==> src/sv/msd_pkg.sv <==
`timescale 1ns / 1ps
`default_nettype none
// ----------------------------------------------------------------------------
// msd_pkg: shared types and constants of the motor stall detector.
// ----------------------------------------------------------------------------
package msd_pkg;

   localparam int NUM_MOTORS_DEF    = 8;
   localparam int HISTORY_DEPTH_DEF = 10;

   localparam logic [2:0] REQ_SAMPLE = 3'd0;
   localparam logic [2:0] REQ_TICK   = 3'd1;
   localparam logic [2:0] REQ_ENABLE = 3'd2;
   localparam logic [2:0] REQ_CLEAR  = 3'd3;
   localparam logic [2:0] REQ_LIMITS = 3'd4;

   localparam logic [0:0] CSR_SURGE   = 1'd0;
   localparam logic [0:0] CSR_CONFIRM = 1'd1;

   localparam logic [6:0] SURGE_RESET   = 7'd21;
   localparam logic [7:0] CONFIRM_RESET = 8'd60;

   typedef struct packed {
      logic [2:0]         req_type;
      logic [2:0]         motor;
      logic signed [15:0] speed;
      logic signed [15:0] current;
      logic [31:0]        timestamp;
      logic               enable_value;
      logic [14:0]        min_avg_limit;
      logic [15:0]        slope_limit;
   } req_type_type;

   typedef struct packed {
      logic [7:0] stall_flags;
      logic [7:0] new_stalls;
      logic       motor_stalled;
      logic [7:0] motor_count;
   } rsp_type;

   // Controller to datapath.
   typedef struct packed {
      logic       load;     // capture the request beat
      logic       op_s1;    // first phase of item work
      logic       op_s2;    // second phase of item work
      logic       tick_s1;  // tick: read motor
      logic       tick_s2;  // tick: multiply
      logic       tick_s3;  // tick: compare and update
   } msd_cmd_type;

endpackage

`default_nettype wire

==> src/sv/msd_controller.sv <==
`timescale 1ns / 1ps
`default_nettype none
// ----------------------------------------------------------------------------
// msd_controller: sequences one item at a time and holds the result beat.
// ----------------------------------------------------------------------------
module msd_controller #(
   parameter int NUM_MOTORS = 8,
   localparam int MIW = (NUM_MOTORS > 1) ? $clog2(NUM_MOTORS) : 1
) (
   input  wire                   clock,
   input  wire                   reset,
   input  wire                   req_valid,
   output logic                  req_stall,
   output logic                  rsp_valid,
   input  wire                   rsp_stall,
   input  wire                   tick_op,
   output msd_pkg::msd_cmd_type  cmd,
   output logic [MIW-1:0]        tick_motor
);
   import msd_pkg::*;

   localparam logic [MIW-1:0] MLAST = MIW'(NUM_MOTORS - 1);

   localparam logic [2:0] ST_IDLE = 3'd0;
   localparam logic [2:0] ST_S1   = 3'd1;
   localparam logic [2:0] ST_S2   = 3'd2;
   localparam logic [2:0] ST_T1   = 3'd3;
   localparam logic [2:0] ST_T2   = 3'd4;
   localparam logic [2:0] ST_T3   = 3'd5;
   localparam logic [2:0] ST_OUT  = 3'd6;

   logic [2:0]     state_ff, state_in;
   logic [MIW-1:0] idx_ff, idx_in;

   assign tick_motor = idx_ff;
   assign req_stall  = state_ff != ST_IDLE;
   assign rsp_valid  = state_ff == ST_OUT;

   always_comb begin
      state_in = state_ff;
      idx_in   = idx_ff;
      cmd      = '0;
      case (state_ff)
         ST_IDLE: if (req_valid) begin
            cmd.load = 1'b1;
            state_in = ST_S1;
         end
         ST_S1: begin
            cmd.op_s1 = 1'b1;
            idx_in    = '0;
            state_in  = tick_op ? ST_T1 : ST_S2;
         end
         ST_S2: begin
            cmd.op_s2 = 1'b1;
            state_in  = ST_OUT;
         end
         ST_T1: begin
            cmd.tick_s1 = 1'b1;
            state_in    = ST_T2;
         end
         ST_T2: begin
            cmd.tick_s2 = 1'b1;
            state_in    = ST_T3;
         end
         ST_T3: begin
            cmd.tick_s3 = 1'b1;
            if (idx_ff == MLAST) begin
               state_in = ST_OUT;
            end else begin
               idx_in   = idx_ff + 1'b1;
               state_in = ST_T1;
            end
         end
         ST_OUT: begin
            if (!rsp_stall) state_in = ST_IDLE;
         end
         default: state_in = ST_IDLE;
      endcase
   end

   always_ff @(posedge clock) begin
      if (reset) begin
         state_ff <= ST_IDLE;
         idx_ff   <= '0;
      end else begin
         state_ff <= state_in;
         idx_ff   <= idx_in;
      end
   end

   a_one_side: assert property (@(posedge clock) disable iff (reset)
      !(rsp_valid && !req_stall)) else $error("accepting while result pending");
   a_walk_end: assert property (@(posedge clock) disable iff (reset)
      (state_ff == ST_T3 && idx_ff == MLAST) |=> rsp_valid)
      else $error("tick walk did not finish");
   a_hold: assert property (@(posedge clock) disable iff (reset)
      (rsp_valid && rsp_stall) |=> rsp_valid) else $error("result dropped");

endmodule

`default_nettype wire

==> config.mk <==
export PLATFORM = sky130hd
export DESIGN_NAME = msd_controller
export DESIGN_NICKNAME = d
export VERILOG_FILES = /design/src/sv/msd_pkg.sv /design/src/sv/msd_controller.sv
export SDC_FILE = /design/constraint.sdc
export NUM_CORES = 1
export LEC_CHECK = 0
export BUFFER_PORTS_ARGS = -buffer_cell sky130_fd_sc_hd__buf_2
export CORE_AREA = 2 2 39 41
export CTS_CLUSTER_SIZE = 10
export DETAILED_ROUTE_END_ITERATION = 10
export DIE_AREA = 0 0 41 43
export GPL_ROUTABILITY_DRIVEN = 0
export PLACE_DENSITY = 0.54
export SLEW_MARGIN = 40
export SYNTH_ARGS = -nofsm -noshare
export SYNTH_HDL_FRONTEND = slang
export SYNTH_SLANG_ARGS = --single-unit
==> constraint.sdc <==
create_clock -name clock -period 2.15 [get_ports clock]
set_clock_uncertainty 0.15 [all_clocks]
set_input_delay 0.43 -clock clock [delete_from_list [all_inputs] [get_ports clock]]
set_output_delay 0.43 -clock clock [all_outputs]
set_load 0.05 [all_outputs]
# ---- Yosys cells after proc, flatten, opt, wreduce, memory -nomap -nowiden
# Cells that the tools add are included.
dict set report word_totals {
  ff_bits 6
  out_inout_bits 11
  elab_cells 32
}
dict set report op_classes {
  add_sub_neg 1
  eq_ne 10
  mux 14
  n_reduce_logical 5
}
# operator count
set op_table {}
lappend op_table {{3-bit one-hot mux with 7 select lines} 1}
lappend op_table {{3-bit == test, second input constant} 4}
lappend op_table {{3-bit 2-to-1 mux} 4}
lappend op_table {{1-bit 2-to-1 mux} 8}
lappend op_table {{3-bit by 2-bit == test with 1-bit output, second input constant} 2}
lappend op_table {{2-bit inequality test, second input constant} 3}
lappend op_table {{3-bit one-hot mux with 2 select lines} 1}
lappend op_table {{2-bit AND reduction} 2}
lappend op_table {{3-bit by 1-bit adder with 3-bit output, second input constant} 1}
lappend op_table {{3-bit by 1-bit == test with 1-bit output, second input constant} 1}
lappend op_table {{3-bit logical NOT} 1}
lappend op_table {{3-bit nonzero test} 1}
lappend op_table {{2-bit nonzero test} 1}

# ---- Longest topological paths before layout
dict set report logic_depth {
  word_depth 3
  ltp_mapped 5
  mapped_depth_nobuf 5
}

# ---- Least setup slack after synthesis
# Ideal clock, no wire load.
dict set report synth_timing {
  path_type {register to output}
  startpoint {register state_ff[0]}
  endpoint {output cmd[5] (netlist bit)}
  t_arrival_ns 1.771
  t_required_ns 1.570
  path_slack_ns -0.201
  path_stages_with_launch 5
  n_path_buf 1
  path_cell_list {dfxtp_1 buf_2 inv_1 nand3_1 nor2_1}
}
# element line_no
set synth_rtl {}
lappend synth_rtl {{from (decl)} msd_controller.sv:32} ;# logic [2:0] state_ff, state_in;
lappend synth_rtl {{from (signal assigned)} msd_controller.sv:86} ;# state_ff <= state_in;
lappend synth_rtl {{to (decl)} msd_controller.sv:17} ;# output msd_pkg::msd_cmd_type cmd,

==> impl_metrics.env <==
export IMPL_hold_class="in2reg"
export IMPL_wl_um=803
export IMPL_ys_top_cells_by_count="dfxtp_1 (6), a21oi_1 (5), nor3_1 (5)"
export IMPL_clkLatencyLatePin_ns=0.24
export IMPL_antennaDiodeCount=0
export IMPL_syn_inst=42
export IMPL_grt_pass1_wl_um=1240
export IMPL_hold_viol=0
export IMPL_cts_tree="done"
export IMPL_yosys_warnings=0
export IMPL_yosysTopAreaCell="dfxtp_1"
export IMPL_fin_nets=68
export IMPL_hold_ws_ns=0.281
export IMPL_dieArea_um2=1760
export IMPL_met3_usage=0.0471
export IMPL_cts_hold_buf=0
export IMPL_synth_fp_nets=49
export IMPL_cts_sinks=6
export IMPL_grt_pass1_vias=286
export IMPL_drc=0
export IMPL_ys_seq_area_frac=0.362
export IMPL_start_util=0.240
export IMPL_met1_usage=0.147
export IMPL_root_buffer="clkbuf_4"
export IMPL_grt_usage=0.109
export IMPL_fin_tns_setup_ns=0
export IMPL_cts_buffers=3
export IMPL_ys_ff_latch=6
export IMPL_synth_top_area_share=0.362
export IMPL_worst_pin_slew_ns=0.273
export IMPL_io_pins=16
export IMPL_viasPerCell=4.83
export IMPL_hpwlAfterDp_um=591
export IMPL_wire_per_inst_um=10.7
export IMPL_row_count=14
export IMPL_synth_area_top_cells="dfxtp_1 (36%), a21oi_1 (7.5%), ha_1 (7.5%)"
export IMPL_dr_pass1_iters=4
export IMPL_overflow=0
export IMPL_die_h_um=43
export IMPL_ctsResizeCount=0
export IMPL_critPathCaptureType="output port"
export IMPL_critical_path_max_fanout=8
export IMPL_start_kind="flop"
export IMPL_syn_area_per_cell_um2=7.89
export IMPL_slowest_stage="dfxtp_1"
export IMPL_cp_arrival_ns=1.34
export IMPL_globalRouteMet2Util=0.122
export IMPL_ys_types=17
export IMPL_drtIter0Drc=13
export IMPL_ir_worst_vdd_mv=0.264
export IMPL_detail_route_antenna_nets=0
export IMPL_required_ns=1.57
export IMPL_cts_setup_buffers=0
export IMPL_grt_start_max_net_pins=9
export IMPL_fmax_ghz=0.520
export IMPL_cpPeakStageDelay_ns=0.45
export IMPL_rsz0062_at_grt="false"
export IMPL_slew_viol_final=0
export IMPL_finalCriticalPeriod_ns=1.92
export IMPL_leakagePower_uw=0.000217
export IMPL_cap_violations=0
export IMPL_outcome="completed"
export IMPL_synth_most_common_cell="dfxtp_1"
export IMPL_synth_flop_cell="dfxtp_1"
export IMPL_syn2layout_area_growth_pct=34.7
export IMPL_synth_edff_count=0
export IMPL_top_usage_layer="met1"
export IMPL_clk_pin_slew_worst_paths_ns=0.05
export IMPL_async_flop_share=0
export IMPL_min_period_over_period=0.894
export IMPL_antenna_found_initial=0
export IMPL_fin_cells=75
export IMPL_htreeDepth=1
export IMPL_worstSetupPathType="reg2out"
export IMPL_clk_path_buf_depth=2
export IMPL_core_area_um2=1380
export IMPL_setup_viol=0
export IMPL_route_vias_total=362
export IMPL_synth_area_um2=332
export IMPL_drive_above_1_share=0.322
export IMPL_portBuffers=15
export IMPL_timing_slew_headroom=0.817
export IMPL_place_inst=72
export IMPL_nFillCells=157
export IMPL_path_cells="inv_1, nor3_1, buf_2"
export IMPL_final_util=0.323
export IMPL_die_w_um=41
export IMPL_powerDensity_nw_per_um2=802
## registers in the layout, summed over array words and instances (netlist names)
signal	flops
tick_motor	3
state_ff	3
## where the power goes
group / switching [uW] / leakage, uW / internal [uW]
sequential: 14.2 / 0.0000489 / 119
clock: 41.6 / 0.0000138 / 63.2
combinational: 90.5 / 0.000154 / 29.6
total: 146 / 0.000217 / 212
## cells by family (layout without fill, tap and decap cells)
| kind of cell | count (synthesis) | count (layout) | share of synthesized area |
|---|---|---|---|
| buffers and inverters | 5 | 22 | 0.0603 |
| AOI/OAI and AO/OA | 11 | 11 | 0.200 |
| DFF | 6 | 6 | 0.362 |
| muxes | 1 | 1 | 0.0302 |
| and+or+nand+nor | 17 | 17 | 0.272 |
| adders and majority gates | 2 | 2 | 0.0755 |
## worst max-delay path, delay by kind of cell, from the launching register on
family                 cells  cell delay, ns
buffers and inverters      2            0.45
and+or+nand+nor            1            0.20
DFF                        1            0.45
## layer usage
layer,share of wire,vias to the layer above
li1,-,186
met1,0.53,155
met2,0.38,19
met3,0.075,2
met4,0.012,0
met5,0,-
## path summary, 6_finish.rpt
kind	start	to	slack, ns	cells after the start
setup / recovery	state_ff[2]	cmd[1]	0.23	3
hold / removal	reset	tick_motor[1]	0.28	2
setup reg to reg	tick_motor[0]	tick_motor[1]	0.65	5
hold reg to reg	tick_motor[1]	tick_motor[1]	0.34	2
## placed cells by master (no fill, tap or decap), drive strengths merged
cell,n
nand3,1
buf,15
o21ai,3
inv,4
a21oi,5
and2,1
clkbuf,3
and4bb,1
nor3,5
a311o,1
dfxtp,6
o211ai,1
nand2b,3
ha,2
nand2,2
mux2i,1
nor2,4
a221oi,1
## final cells by class
type,instances,area [um^2],area share
clock buffers,3,22.5,0.0504
inverters,4,15.0,0.0336
multi-input cells,31,194,0.434
flip-flops and latches,6,120,0.269
well taps,16,20.0,0.0448
repair buffers,15,75.1,0.168
## per-stage QoR
stage | total power (uW) | cell area, um^2 | worst slack [ns]
floorplan | 229 | 334 | -0.0592
global placement | 256 | 424 | 0.463
detailed placement | 255 | 424 | 0.483
CTS | 365 | 447 | 0.200
global route | 385 | 447 | 0.130
finish | 358 | 447 | 0.227
No activity file was read; power rests on OpenSTA's default activity.
